$ cat config.mk
export PLATFORM = sky130hd
export DESIGN_NAME = rolling_zscore_signal_top
export DESIGN_NICKNAME = d
export VERILOG_FILES = /design/src/rtl/core/rzs_pkg.sv /design/src/rtl/core/rzs_front.sv /design/src/rtl/core/rzs_queue.sv /design/src/rtl/core/rzs_back.sv /design/src/rtl/core/rolling_zscore_signal_top.sv
export SDC_FILE = /design/constraint.sdc
export NUM_CORES = 2
export LEC_CHECK = 0
export ABC_AREA = 1
export BUFFER_PORTS_ARGS = -buffer_cell sky130_fd_sc_hd__buf_2
export CAP_MARGIN = 20
export CORE_MARGIN = 4
export CORE_UTILIZATION = 60
export CTS_CLUSTER_DIAMETER = 100
export CTS_CLUSTER_SIZE = 20
export DETAILED_ROUTE_END_ITERATION = 8
export GPL_ROUTABILITY_DRIVEN = 0
export GPL_TIMING_DRIVEN = 1
export HOLD_SLACK_MARGIN = 0.15
export PLACE_DENSITY = 0.84
export SYNTH_ARGS = -nofsm -noshare
export SYNTH_HDL_FRONTEND = slang
export SYNTH_SLANG_ARGS = --single-unit
$ cat constraint.sdc
create_clock -name clk_i -period 15.9 [get_ports clk_i]
set_clock_uncertainty 0.05 [all_clocks]
set_input_delay 0.795 -clock clk_i [delete_from_list [all_inputs] [get_ports clk_i]]
set_output_delay 0.795 -clock clk_i [all_outputs]
set_load 0.01 [all_outputs]
$ cat src/rtl/core/rzs_pkg.sv
// rolling z-score signal: shared constants, codes and word types
`default_nettype none

package rzs_pkg;

  localparam int unsigned WINDOW_DEF  = 8;
  localparam int unsigned PRICE_W     = 24;
  localparam int unsigned SPREAD_W    = PRICE_W + 1;
  localparam int unsigned COUNT_W     = 32;
  localparam int unsigned NUM_SIG     = 4;
  localparam int unsigned QUEUE_DEPTH = 2;

  typedef enum logic [1:0] {
    SIG_LONG  = 2'd0,
    SIG_SHORT = 2'd1,
    SIG_CLOSE = 2'd2,
    SIG_NONE  = 2'd3
  } rzs_sig_e;

  // one classified word on its way from the front to the back
  typedef struct packed {
    logic signed [SPREAD_W-1:0] spread;
    logic                       restart;
    logic                       decide;
  } rzs_entry_t;

  typedef struct packed {
    logic       valid;
    rzs_entry_t entry;
  } rzs_push_t;

  typedef struct packed {
    logic       valid;
    rzs_entry_t entry;
  } rzs_head_t;

endpackage

`default_nettype wire

$ cat src/rtl/core/rzs_front.sv
// front end: accepts price words, forms the spread and tags fill or decide
`default_nettype none

module rzs_front import rzs_pkg::*; #(
  parameter int unsigned WINDOW = WINDOW_DEF
) (
  input  wire logic               clk_i,
  input  wire logic               rst_ni,
  input  wire logic               in_valid_i,
  output logic                    in_stall_o,
  input  wire logic [PRICE_W-1:0] price_a_i,
  input  wire logic [PRICE_W-1:0] price_b_i,
  input  wire logic               restart_i,
  input  wire logic               full_i,
  output rzs_push_t               push_o
);

  localparam int unsigned FILL_W = $clog2(WINDOW + 1);
  localparam logic [FILL_W-1:0] FILL_MAX = FILL_W'(WINDOW);

  logic [FILL_W-1:0] fill_q, fill_d;
  logic              accept;

  assign in_stall_o = full_i;
  assign accept     = in_valid_i && !full_i;

  // saturating count of words seen since reset or restart
  always_comb begin
    fill_d = fill_q;
    if (accept) begin
      if (restart_i) begin
        fill_d = FILL_W'(1);
      end else if (fill_q != FILL_MAX) begin
        fill_d = fill_q + FILL_W'(1);
      end
    end
  end

  always_ff @(posedge clk_i or negedge rst_ni) begin
    if (!rst_ni) begin
      fill_q <= '0;
    end else begin
      fill_q <= fill_d;
    end
  end

  assign push_o.valid          = accept;
  assign push_o.entry.spread   = $signed({1'b0, price_a_i} - {1'b0, price_b_i});
  assign push_o.entry.restart  = restart_i;
  assign push_o.entry.decide   = !restart_i && (fill_q == FILL_MAX);

endmodule

`default_nettype wire

$ cat src/rtl/core/rzs_queue.sv
// short fifo between the front end and the back end
`default_nettype none

module rzs_queue import rzs_pkg::*; (
  input  wire logic      clk_i,
  input  wire logic      rst_ni,
  input  wire rzs_push_t push_i,
  output logic           full_o,
  input  wire logic      pop_i,
  output rzs_head_t      head_o
);

  localparam int unsigned QPTR_W = $clog2(QUEUE_DEPTH);
  localparam int unsigned QCNT_W = $clog2(QUEUE_DEPTH + 1);
  localparam logic [QPTR_W-1:0] QPTR_LAST = QPTR_W'(QUEUE_DEPTH - 1);

  rzs_entry_t        entries_q [QUEUE_DEPTH];
  logic [QPTR_W-1:0] wr_ptr_q, rd_ptr_q;
  logic [QCNT_W-1:0] cnt_q;
  logic              do_push, do_pop;

  assign full_o  = (cnt_q == QCNT_W'(QUEUE_DEPTH));
  assign do_push = push_i.valid && !full_o;
  assign do_pop  = pop_i && (cnt_q != '0);

  always_ff @(posedge clk_i or negedge rst_ni) begin
    if (!rst_ni) begin
      wr_ptr_q <= '0;
      rd_ptr_q <= '0;
      cnt_q    <= '0;
    end else begin
      if (do_push) begin
        wr_ptr_q <= (wr_ptr_q == QPTR_LAST) ? '0 : wr_ptr_q + QPTR_W'(1);
      end
      if (do_pop) begin
        rd_ptr_q <= (rd_ptr_q == QPTR_LAST) ? '0 : rd_ptr_q + QPTR_W'(1);
      end
      if (do_push && !do_pop) begin
        cnt_q <= cnt_q + QCNT_W'(1);
      end else if (do_pop && !do_push) begin
        cnt_q <= cnt_q - QCNT_W'(1);
      end
    end
  end

  always_ff @(posedge clk_i) begin
    if (do_push) begin
      entries_q[wr_ptr_q] <= push_i.entry;
    end
  end

  assign head_o.valid = (cnt_q != '0);
  assign head_o.entry = entries_q[rd_ptr_q];

endmodule

`default_nettype wire

$ cat src/rtl/core/rzs_back.sv
// back end: spread ring, running sums, shared squarer and signal decision
`default_nettype none

module rzs_back import rzs_pkg::*; #(
  parameter int unsigned WINDOW = WINDOW_DEF
) (
  input  wire logic                clk_i,
  input  wire logic                rst_ni,
  input  wire rzs_head_t           head_i,
  output logic                     pop_o,
  output logic                     out_valid_o,
  input  wire logic                out_stall_i,
  output logic [1:0]               signal_o,
  output logic [COUNT_W-1:0]       count_long_o,
  output logic [COUNT_W-1:0]       count_short_o,
  output logic [COUNT_W-1:0]       count_close_o,
  output logic [COUNT_W-1:0]       count_none_o
);

  localparam int unsigned LW     = $clog2(WINDOW);
  localparam int unsigned PTR_W  = LW;
  localparam int unsigned SUM_W  = SPREAD_W + LW;
  localparam int unsigned D_W    = SUM_W + 1;
  localparam int unsigned MAG_W  = SUM_W;
  localparam int unsigned XX_W   = 2 * PRICE_W;
  localparam int unsigned SQ_W   = XX_W + LW;
  localparam int unsigned V_W    = SQ_W + LW;
  localparam int unsigned P_W    = 2 * MAG_W;
  localparam int unsigned CMP_W  = P_W + 5;

  localparam logic [PTR_W-1:0]       PTR_LAST = PTR_W'(WINDOW - 1);
  localparam logic signed [D_W-1:0]  WIN_D    = D_W'(WINDOW);
  localparam logic [V_W-1:0]         WIN_V    = V_W'(WINDOW);
  localparam logic [COUNT_W-1:0]     CNT_MAX  = '1;

  typedef enum logic [7:0] {
    ST_IDLE   = 8'b0000_0001,
    ST_READ   = 8'b0000_0010,
    ST_SQX    = 8'b0000_0100,
    ST_SQO    = 8'b0000_1000,
    ST_SQD    = 8'b0001_0000,
    ST_SQS    = 8'b0010_0000,
    ST_VAR    = 8'b0100_0000,
    ST_COMMIT = 8'b1000_0000
  } rzs_state_e;

  rzs_state_e state_q, state_d;

  // spread ring memory
  logic signed [SPREAD_W-1:0] ring_q [WINDOW];
  logic signed [SPREAD_W-1:0] rd_q;
  logic [PTR_W-1:0]           rd_addr;
  logic                       ring_re;

  // word under work
  logic signed [SPREAD_W-1:0] x_q, old_q;
  logic                       decide_q;
  logic signed [D_W-1:0]      d_q;
  logic [XX_W-1:0]            xx_q, oo_q;
  logic [P_W-1:0]             d2_q;
  logic [V_W-1:0]             s2_q, v_q;

  // window state
  logic signed [SUM_W-1:0]    sum_q, sum_d;
  logic [SQ_W-1:0]            sq_q, sq_d;
  logic [PTR_W-1:0]           ptr_q;
  logic [COUNT_W-1:0]         cnt_q [NUM_SIG];
  logic [COUNT_W-1:0]         cnt_d [NUM_SIG];

  // result register
  logic                       out_valid_q;
  rzs_sig_e                   out_sig_q;
  logic [COUNT_W-1:0]         out_cnt_q [NUM_SIG];

  logic                       pop, commit_go;
  logic signed [D_W-1:0]      x_d_ext, sum_d_ext, d_next, d_abs_s;
  logic signed [SUM_W-1:0]    x_s_ext, old_s_ext, sum_abs_s;
  logic [MAG_W-1:0]           mul_op;
  logic [P_W-1:0]             prod;
  logic [CMP_W-1:0]           d2_w, d2x25, v16;
  logic                       d2_gt_v, d_pos, d_neg;
  rzs_sig_e                   sig;

  function automatic logic [PRICE_W-1:0] spread_mag(logic signed [SPREAD_W-1:0] v);
    logic [SPREAD_W-1:0] n;
    n = v[SPREAD_W-1] ? -v : v;
    return n[PRICE_W-1:0];
  endfunction

  assign pop       = (state_q == ST_IDLE) && head_i.valid;
  assign pop_o     = pop;
  assign commit_go = (state_q == ST_COMMIT) && (!decide_q || !out_valid_q || !out_stall_i);

  // sequencer
  always_comb begin
    state_d = state_q;
    case (state_q)
      ST_IDLE:   if (head_i.valid) state_d = ST_READ;
      ST_READ:   state_d = ST_SQX;
      ST_SQX:    state_d = ST_SQO;
      ST_SQO:    state_d = decide_q ? ST_SQD : ST_COMMIT;
      ST_SQD:    state_d = ST_SQS;
      ST_SQS:    state_d = ST_VAR;
      ST_VAR:    state_d = ST_COMMIT;
      ST_COMMIT: if (commit_go) state_d = ST_IDLE;
      default:   state_d = ST_IDLE;
    endcase
  end

  // sign extensions and magnitudes
  assign x_d_ext   = $signed({{(D_W - SPREAD_W){x_q[SPREAD_W-1]}}, x_q});
  assign sum_d_ext = $signed({sum_q[SUM_W-1], sum_q});
  assign d_next    = (x_d_ext * WIN_D) - sum_d_ext;
  assign d_abs_s   = d_q[D_W-1] ? -d_q : d_q;
  assign sum_abs_s = sum_q[SUM_W-1] ? -sum_q : sum_q;
  assign x_s_ext   = $signed({{(SUM_W - SPREAD_W){x_q[SPREAD_W-1]}}, x_q});
  assign old_s_ext = $signed({{(SUM_W - SPREAD_W){old_q[SPREAD_W-1]}}, old_q});

  // shared squarer
  always_comb begin
    case (state_q)
      ST_SQX:  mul_op = MAG_W'(spread_mag(x_q));
      ST_SQO:  mul_op = MAG_W'(spread_mag(old_q));
      ST_SQD:  mul_op = d_abs_s[MAG_W-1:0];
      ST_SQS:  mul_op = sum_abs_s[MAG_W-1:0];
      default: mul_op = '0;
    endcase
  end

  assign prod = P_W'(mul_op) * P_W'(mul_op);

  // decision: d*d against V, and 25*d*d against 16*V
  assign d2_w    = CMP_W'(d2_q);
  assign d2x25   = (d2_w << 4) + (d2_w << 3) + d2_w;
  assign v16     = CMP_W'(v_q) << 4;
  assign d2_gt_v = d2_w > CMP_W'(v_q);
  assign d_neg   = d_q[D_W-1];
  assign d_pos   = !d_neg && (d_q != '0);

  always_comb begin
    if (d_pos && d2_gt_v) begin
      sig = SIG_LONG;
    end else if (d_neg && d2_gt_v) begin
      sig = SIG_SHORT;
    end else if (v16 > d2x25) begin
      sig = SIG_CLOSE;
    end else begin
      sig = SIG_NONE;
    end
  end

  always_comb begin
    for (int i = 0; i < NUM_SIG; i++) begin
      cnt_d[i] = cnt_q[i];
      if ((2'(i) == sig) && (cnt_q[i] != CNT_MAX)) begin
        cnt_d[i] = cnt_q[i] + COUNT_W'(1);
      end
    end
  end

  assign sum_d = sum_q + x_s_ext - old_s_ext;
  assign sq_d  = sq_q + SQ_W'(xx_q) - SQ_W'(oo_q);

  // ring memory, read one word ahead of the update
  assign ring_re = pop;
  assign rd_addr = head_i.entry.restart ? '0 : ptr_q;

  always_ff @(posedge clk_i) begin
    if (commit_go) begin
      ring_q[ptr_q] <= x_q;
    end
    if (ring_re) begin
      rd_q <= ring_q[rd_addr];
    end
  end

  // control and window state
  always_ff @(posedge clk_i or negedge rst_ni) begin
    if (!rst_ni) begin
      state_q     <= ST_IDLE;
      sum_q       <= '0;
      sq_q        <= '0;
      ptr_q       <= '0;
      out_valid_q <= 1'b0;
      for (int i = 0; i < NUM_SIG; i++) begin
        cnt_q[i] <= '0;
      end
    end else begin
      state_q <= state_d;
      if (pop && head_i.entry.restart) begin
        sum_q <= '0;
        sq_q  <= '0;
        ptr_q <= '0;
        for (int i = 0; i < NUM_SIG; i++) begin
          cnt_q[i] <= '0;
        end
      end else if (commit_go) begin
        sum_q <= sum_d;
        sq_q  <= sq_d;
        ptr_q <= (ptr_q == PTR_LAST) ? '0 : ptr_q + PTR_W'(1);
        if (decide_q) begin
          for (int i = 0; i < NUM_SIG; i++) begin
            cnt_q[i] <= cnt_d[i];
          end
        end
      end
      if (commit_go && decide_q) begin
        out_valid_q <= 1'b1;
      end else if (out_valid_q && !out_stall_i) begin
        out_valid_q <= 1'b0;
      end
    end
  end

  // datapath registers
  always_ff @(posedge clk_i) begin
    if (pop) begin
      x_q      <= head_i.entry.spread;
      decide_q <= head_i.entry.decide;
    end
    if (state_q == ST_READ) begin
      old_q <= decide_q ? rd_q : '0;
      d_q   <= d_next;
    end
    if (state_q == ST_SQX) begin
      xx_q <= prod[XX_W-1:0];
    end
    if (state_q == ST_SQO) begin
      oo_q <= prod[XX_W-1:0];
    end
    if (state_q == ST_SQD) begin
      d2_q <= prod;
    end
    if (state_q == ST_SQS) begin
      s2_q <= prod[V_W-1:0];
    end
    if (state_q == ST_VAR) begin
      v_q <= (V_W'(sq_q) * WIN_V) - s2_q;
    end
    if (commit_go && decide_q) begin
      out_sig_q <= sig;
      for (int i = 0; i < NUM_SIG; i++) begin
        out_cnt_q[i] <= cnt_d[i];
      end
    end
  end

  assign out_valid_o   = out_valid_q;
  assign signal_o      = out_sig_q;
  assign count_long_o  = out_cnt_q[SIG_LONG];
  assign count_short_o = out_cnt_q[SIG_SHORT];
  assign count_close_o = out_cnt_q[SIG_CLOSE];
  assign count_none_o  = out_cnt_q[SIG_NONE];

endmodule

`default_nettype wire

$ cat src/rtl/core/rolling_zscore_signal_top.sv
// rolling z-score pair signal: top level joining front end, queue and back end
// a decided word goes from the queue through the back end read, square, variance and
// commit states, where out_valid_o rises; the back end takes no new word until it has
//   committed the last, its sequencer driving its one shared squarer
// a 2-word queue lets the input keep taking words while the back end works
// reset: async active low, clears sums, counts, pointers, queue and both handshakes;
//   the spread ring holds no reset value and needs no clearing pass
`default_nettype none

module rolling_zscore_signal_top import rzs_pkg::*; #(
  parameter int unsigned WINDOW = WINDOW_DEF
) (
  input  wire logic               clk_i,
  input  wire logic               rst_ni,
  // input word channel
  input  wire logic               in_valid_i,
  output logic                    in_stall_o,
  input  wire logic [PRICE_W-1:0] price_a_i,
  input  wire logic [PRICE_W-1:0] price_b_i,
  input  wire logic               restart_i,
  // result word channel
  output logic                    out_valid_o,
  input  wire logic               out_stall_i,
  output logic [1:0]              signal_o,
  output logic [COUNT_W-1:0]      count_long_o,
  output logic [COUNT_W-1:0]      count_short_o,
  output logic [COUNT_W-1:0]      count_close_o,
  output logic [COUNT_W-1:0]      count_none_o
);

  rzs_push_t push;
  rzs_head_t head;
  logic      q_full;
  logic      q_pop;

  // front end: spread = price_a - price_b, tagged as fill or decide by
  // its own count of words since reset or restart
  rzs_front #(
    .WINDOW (WINDOW)
  ) u_front (
    .clk_i      (clk_i),
    .rst_ni     (rst_ni),
    .in_valid_i (in_valid_i),
    .in_stall_o (in_stall_o),
    .price_a_i  (price_a_i),
    .price_b_i  (price_b_i),
    .restart_i  (restart_i),
    .full_i     (q_full),
    .push_o     (push)
  );

  // decoupling queue
  rzs_queue u_queue (
    .clk_i  (clk_i),
    .rst_ni (rst_ni),
    .push_i (push),
    .full_o (q_full),
    .pop_i  (q_pop),
    .head_o (head)
  );

  // back end: ring read, squares of x, old entry, d and sum, variance,
  // then the decision and the window update in one commit step;
  // fill words skip the decision steps and give no result
  rzs_back #(
    .WINDOW (WINDOW)
  ) u_back (
    .clk_i         (clk_i),
    .rst_ni        (rst_ni),
    .head_i        (head),
    .pop_o         (q_pop),
    .out_valid_o   (out_valid_o),
    .out_stall_i   (out_stall_i),
    .signal_o      (signal_o),
    .count_long_o  (count_long_o),
    .count_short_o (count_short_o),
    .count_close_o (count_close_o),
    .count_none_o  (count_none_o)
  );

endmodule

`default_nettype wire

# Word level (Yosys, flattened, before mapping)
# Memories as Yosys holds them, arrays and structs flattened. A register that Yosys moved wholly into a read port is not among the register bits.
# Cells that the tools add are included.
[word_totals]
reg_bits = 569
inputBits = 53
ramBits = 382
output_inout_bits = 132
wordCells = 153
memories = 3
[mem_list]
columns = ["name", "depth", "word_bits", "read_ports", "rd_clocked_by_memory_dff", "wr", "line", "rtl"]
rows = [
  ["u_back.ring_q", 8, 25, 1, 1, 1, "rzs_back.sv:50", "logic signed [SPREAD_W-1:0] ring_q [WINDOW];"],
  ["u_back.out_cnt_q", 4, 32, 4, 0, 4, "rzs_back.sv:73", "logic [COUNT_W-1:0] out_cnt_q [NUM_SIG];"],
  ["u_queue.entries_q", 2, 27, 1, 0, 1, "rzs_queue.sv:17", "rzs_entry_t entries_q [QUEUE_DEPTH];"],
]
[op_classes]
magnitude_cmp = 2
n_mux = 41
addsub = 23
reduce_logical = 39
n_eq_ne = 21
multipliers = 1
[ops]
columns = ["op", "count"]
rows = [
  ["$mux 128", 3],
  ["$add 32x1->32 const B", 4],
  ["$mux 32", 4],
  ["$ne 32x32->1 const B", 4],
  ["$mux 28", 4],
  ["$pmux 28 s4", 1],
  ["$mux 51", 2],
  ["$pmux 8 s8", 1],
  ["$add 60x59->61", 1],
  ["$add 61x56->61", 1],
  ["$gt 58x61->1", 1],
  ["$gt 56x54->1", 1],
  ["$mul 28x28->56", 1],
  ["$neg 28->28", 2],
  ["$sub 54x54->54", 1],
  ["$add 51x48->51", 1],
  ["$sub 51x48->51", 1],
  ["$mux 24", 2],
  ["$neg 24->24", 2],
  ["$reduce_bool 29->1", 1],
  ["$sub 28x28->29", 1],
  ["$add 28x25->28", 1],
  ["$sub 28x25->28", 1],
  ["$sub 24x24->25", 1],
  ["other kinds (31)", 85],
]

# Depth between registers and ports, before layout
[logic_depth]
depth_word = 12
mapped_depth = 48

# By module
# A second synthesis with hierarchy kept.
[unflattened]
hier_cells = 9536
hier_area_um2 = 82953.3
[modules_own_cells]
columns = ["module", "instances", "cells_each", "seq_area_each_um2", "area_per_inst_um2"]
rows = [
  ["rzs_back", 1, 8941, 26201.4, 78581.6],
  ["rzs_queue", 1, 172, 1721.7, 2245.9],
  ["rzs_front", 1, 423, 100.1, 2125.8],
]

# Worst setup path after synthesis
# No wires, ideal clock.
[synth_path]
kind = "register to register"
from = "register u_back.state_q[2]"
to = "register u_back.d2_q[53] (data pin)"
path_stages_with_launch = 38
required_time_ns = 15.581
synth_period_minus_slack_ns = 8.697
slack_ns = 7.203
t_arrival_ns = 8.378
cell_sequence = "dfrtp_1 -> nor2_1 -> inv_2 -> nor2_1 -> inv_1 -> nor4_2 -> buf_2 -> buf_2 -> nand3_1 -> nand4_2 -> inv_1 -> buf_1 -> nor2_1 -> inv_1 -> fa_1 -> fa_1 -> inv_1 -> fa_1 -> [... 2 more ...] -> inv_1 -> fa_1 -> fa_1 -> inv_1 -> fa_1 -> inv_1 -> ha_1 -> nand2_1 -> nor2_1 -> inv_1 -> nor4_1 -> nand3_1 -> nand3_1 -> nand2_1 -> o211ai_1 -> a21oi_1 -> o21ai_0 -> xor2_1"
[synth_between]
elab_chain_len = 3
word_cells_on_any_way = 6
cone_classes = "1 x mul; 4 x eq/ne; 1 x mux"
[synth_rtl]
columns = ["item", "line", "rtl"]
rows = [
  ["start, declared", "rzs_back.sv:47", "rzs_state_e state_q, state_d;"],
  ["start signal, assigned", "rzs_back.sv:189", "state_q <= state_d;"],
  ["$eq 8x6->1 (tied with other cells)", "rzs_back.sv:121", "case (state_q)"],
  ["$pmux 28 s4 *", "rzs_back.sv:121", ""],
  ["$mul 28x28->56 *", "rzs_back.sv:130", "assign prod = P_W'(mul_op) * P_W'(mul_op);"],
  ["named net u_back.prod[53]", "rzs_back.sv:79", "logic [P_W-1:0] prod;"],
  ["end signal, assigned", "rzs_back.sv:232", "d2_q <= prod;"],
  ["end, declared", "rzs_back.sv:60", "logic [P_W-1:0] d2_q;"],
]
# Mark *: on every way through the listed nets, which the timed path passes. The rest lies on a longest branch.
# A chain may end at the register's enable or synchronous reset.

# Final worst setup path
[layout_path]
from = "register u_back.x_q[1]"
to = "register u_back.s2_q[53] (data pin)"
[layout_between]
elab_chain_len = 4
[layout_rtl]
columns = ["item", "line", "rtl"]
rows = [
  ["start, declared", "rzs_back.sv:56", "logic signed [SPREAD_W-1:0] x_q, old_q;"],
  ["start signal, assigned", "rzs_back.sv:218", "x_q <= head_i.entry.spread;"],
  ["$neg 24->24", "rzs_back.sv:86", "n = v[SPREAD_W-1] ? -v : v;"],
  ["$mux 24 *", "rzs_back.sv:86", ""],
  ["$pmux 28 s4 *", "rzs_back.sv:121", ""],
  ["$mul 28x28->56 *", "rzs_back.sv:130", ""],
  ["named net u_back.prod[53]", "rzs_back.sv:79", ""],
  ["end signal, assigned", "rzs_back.sv:235", "s2_q <= prod[V_W-1:0];"],
  ["end, declared", "rzs_back.sv:61", "logic [V_W-1:0] s2_q, v_q;"],
]
# Marked as above.

==> flow_summary.ini <==
[run_status]
status = complete, no violations

[critical_path]
cp.arrival_ns = 11.37
cp_slowest_stage_delay_ns = 0.77
path_class = flip-flop to flip-flop
worstPathRequired_ns = 16.29
cpMaxStageDelayCell = nand4_4
critical_path.max_fanout = 21
r2r_slack_ns = 4.92
start_kind = flip-flop
critPathCaptureType = flip-flop

[cells_and_area]
layout-drive-gt1-share = 0.0571
fillerInstances = 10400
finalCoreUtilization = 0.641
final_nets = 10700
areaGrowthSynthToFinish_pct = 5.75

[timing]
finalCritPeriodShare = 0.691
setup_viol = 0
final.min_clock_period_ns = 10.98
grt_setup_unrepaired = false
setup-tns-final_ns = 0
relSlewSlack = 0.129
tightest_slew_ns = 1.31
timing.hold.ws_ns = 0.310
fmax_mhz = 91.1
hold_viol = 0
maxSlewViolCount = 0

[synthesis]
synth_area_leaders = edfxtp_1 27%, fa_1 18%, inv_1 8.8%
synthDistinctLibCells = 76
synth_nets = 10600
synth_seq_area_share = 0.340
ys_top_cells_by_count = 1,924 x inv_1, 1,635 x nand2_1, 826 x nor2_1
ys_ff_latch = 971
synth_edf_count = 744
netlist_instances = 9259
ys_warn_count = 0
yosysTopAreaCell = edfxtp_1
yosysMostFrequentCell = inv_1
synthFlopType = edfxtp_1
async_reset_ff_frac = 0.234
syn-mean-instance-area_um2 = 8.90
syn-cell-area_um2 = 82400
yosys.area.top_type_share = 0.271

[clock_network]
cts_made_buffers = 57
clock_latency_ns = 0.73
tritoncts = built
cts_buffer_depth = 3
cts-hold-fix-buffers = 1
h-tree-depth = 2
clkTransAtPathRegs_ns = 0.09
cts.sinks = 971
post_cts_buffers = 0
cts_root_buffer = clkbuf_16
ctsResizeCount = 0

[floorplan]
die_x_um = 379
dieArea_um2 = 143000
start_util = 0.606
boundaryPins = 185
rows = 135
core-area_um2 = 136000
die_y_um = 379

[detailed_routing]
wl_mm = 228
vias = 67000
drcViolationCount = 0
drtIter0Drc = 7950
via_per_inst = 5.97
detail-route-antenna-nets = 0
routedWlPerCell_um = 20.4
firstDrtPassIters = 9

[power]
p_leak_nw = 42.1
ir_worst_vdd_mv = 0.142
powerDensity_nw_per_um2 = 96.7

[grt]
antenna_found_initial = 4
grt_use_total = 0.320
grt_pass1_vias = 68300
grt_max_degree = 216
grt_overflow = 0
grt_pass1_wl_mm = 362

[placed_design]
port-buffer-count = 184
dp_hpwl_mm = 176

[flow_run]
max_cap_viol_count = 0

[worst_hold_path]
hp-class = input pin to flip-flop
==> stage by stage <==
step	power (mW)	instances	setup WS, ns	area [µm²]
after floorplan	5.65	9259	7.20	82400
after global placement	6.60	11100	5.55	85300
after detailed placement	6.74	11100	5.42	85300
after CTS	8.31	11200	5.39	87100
after global routing	8.87	11200	4.60	87100
final	8.42	11200	4.92	87100
==> area by class of cell <==
class | instances | area [µm²] | share of cell area
tap | 1781 | 2230 | 0.0256
clock inverter | 8 | 113 | 0.00129
multi-input combinational | 6112 | 46200 | 0.530
antenna | 3 | 7.51 | 0.0000862
sequential | 971 | 28000 | 0.322
clock buffer | 100 | 1630 | 0.0187
inverter | 1990 | 7470 | 0.0857
timing repair buffer | 249 | 1480 | 0.0170
==> state kept, by name, indices dropped and copies added (netlist names), 3 cells and up <==
register	cells
u_back.x_q	25
u_back.v_q	53
u_back.cnt_q	128
u_back.ring_q	200
u_back.sq_q	51
u_back.out_cnt_q	128
u_back.sum_q	28
u_back.d2_q	55
u_back.state_q	8
u_queue.entries_q	54
u_back.s2_q	53
u_back.rd_q	25
u_back.xx_q	47
u_back.d_q	29
u_front.fill_q	4
u_back.ptr_q	3
u_back.old_q	25
u_back.oo_q	47
==> cell usage in the layout (no fill, tap or decap), types with 64 or more instances in the layout <==
cell / instances
nor2_1: 817
fa_1: 730
a21oi_1: 547
inv_1: 1923
nand2_1: 1633
xor2_1: 229
nand4_1: 92
o21ai_0: 320
inv_2: 64
a31oi_1: 68
edfxtp_1: 744
nor3_1: 116
ha_1: 571
buf_2: 183
xnor2_1: 104
nand3_1: 253
dfrtp_1: 225
==> final timing paths <==
kind,startpoint,depth (start not counted),to
worst min register to register,u_back.rd_q[4],2,u_back.old_q[4]
max in group asynchronous,rst_ni,3,u_back.ptr_q[0]
worst min-delay path,restart_i,1,u_queue.entries_q[0][1]
worst max-delay path,u_back.x_q[1],39,u_back.s2_q[53]
worst max register to register,u_back.x_q[1],39,u_back.s2_q[53]
min in group asynchronous,rst_ni,2,u_back.cnt_q[55]
==> power by group <==
group	switching (mW)	internal [mW]	leakage, nW
Sequential	0.341	3.18	10.0
Combinational	2.33	0.988	31.2
Clock	0.876	0.711	0.828
Total	3.55	4.88	42.1
==> layer usage <==
layer  part of all wire  global-route usage
met4              0.078               0.203
met1               0.36               0.395
met2               0.46               0.515
met5                  0                   0
met3               0.11              0.0648
==> critical path, delay by kind of cell, from the launching register on <==
family          cells  cell delay [ns]
compound gates      6             1.25
fa+ha+maj           8             4.17
xor+xnor            1             0.11
buf+inv             8             1.16
flops               1             0.57
simple gates       16             3.34
==> logic make-up after synthesis <==
group                      count (synthesis)  synth area share
xor gates and xnor gates                 333            0.0354
and+or+nand+nor                         3144             0.163
DFF                                      971             0.340
muxes                                     35           0.00425
buffers and inverters                   2176             0.101
adders and majority gates               1301             0.264
AOI/OAI and AO/OA                       1299            0.0923
Power figures use the tool's default switching activity.
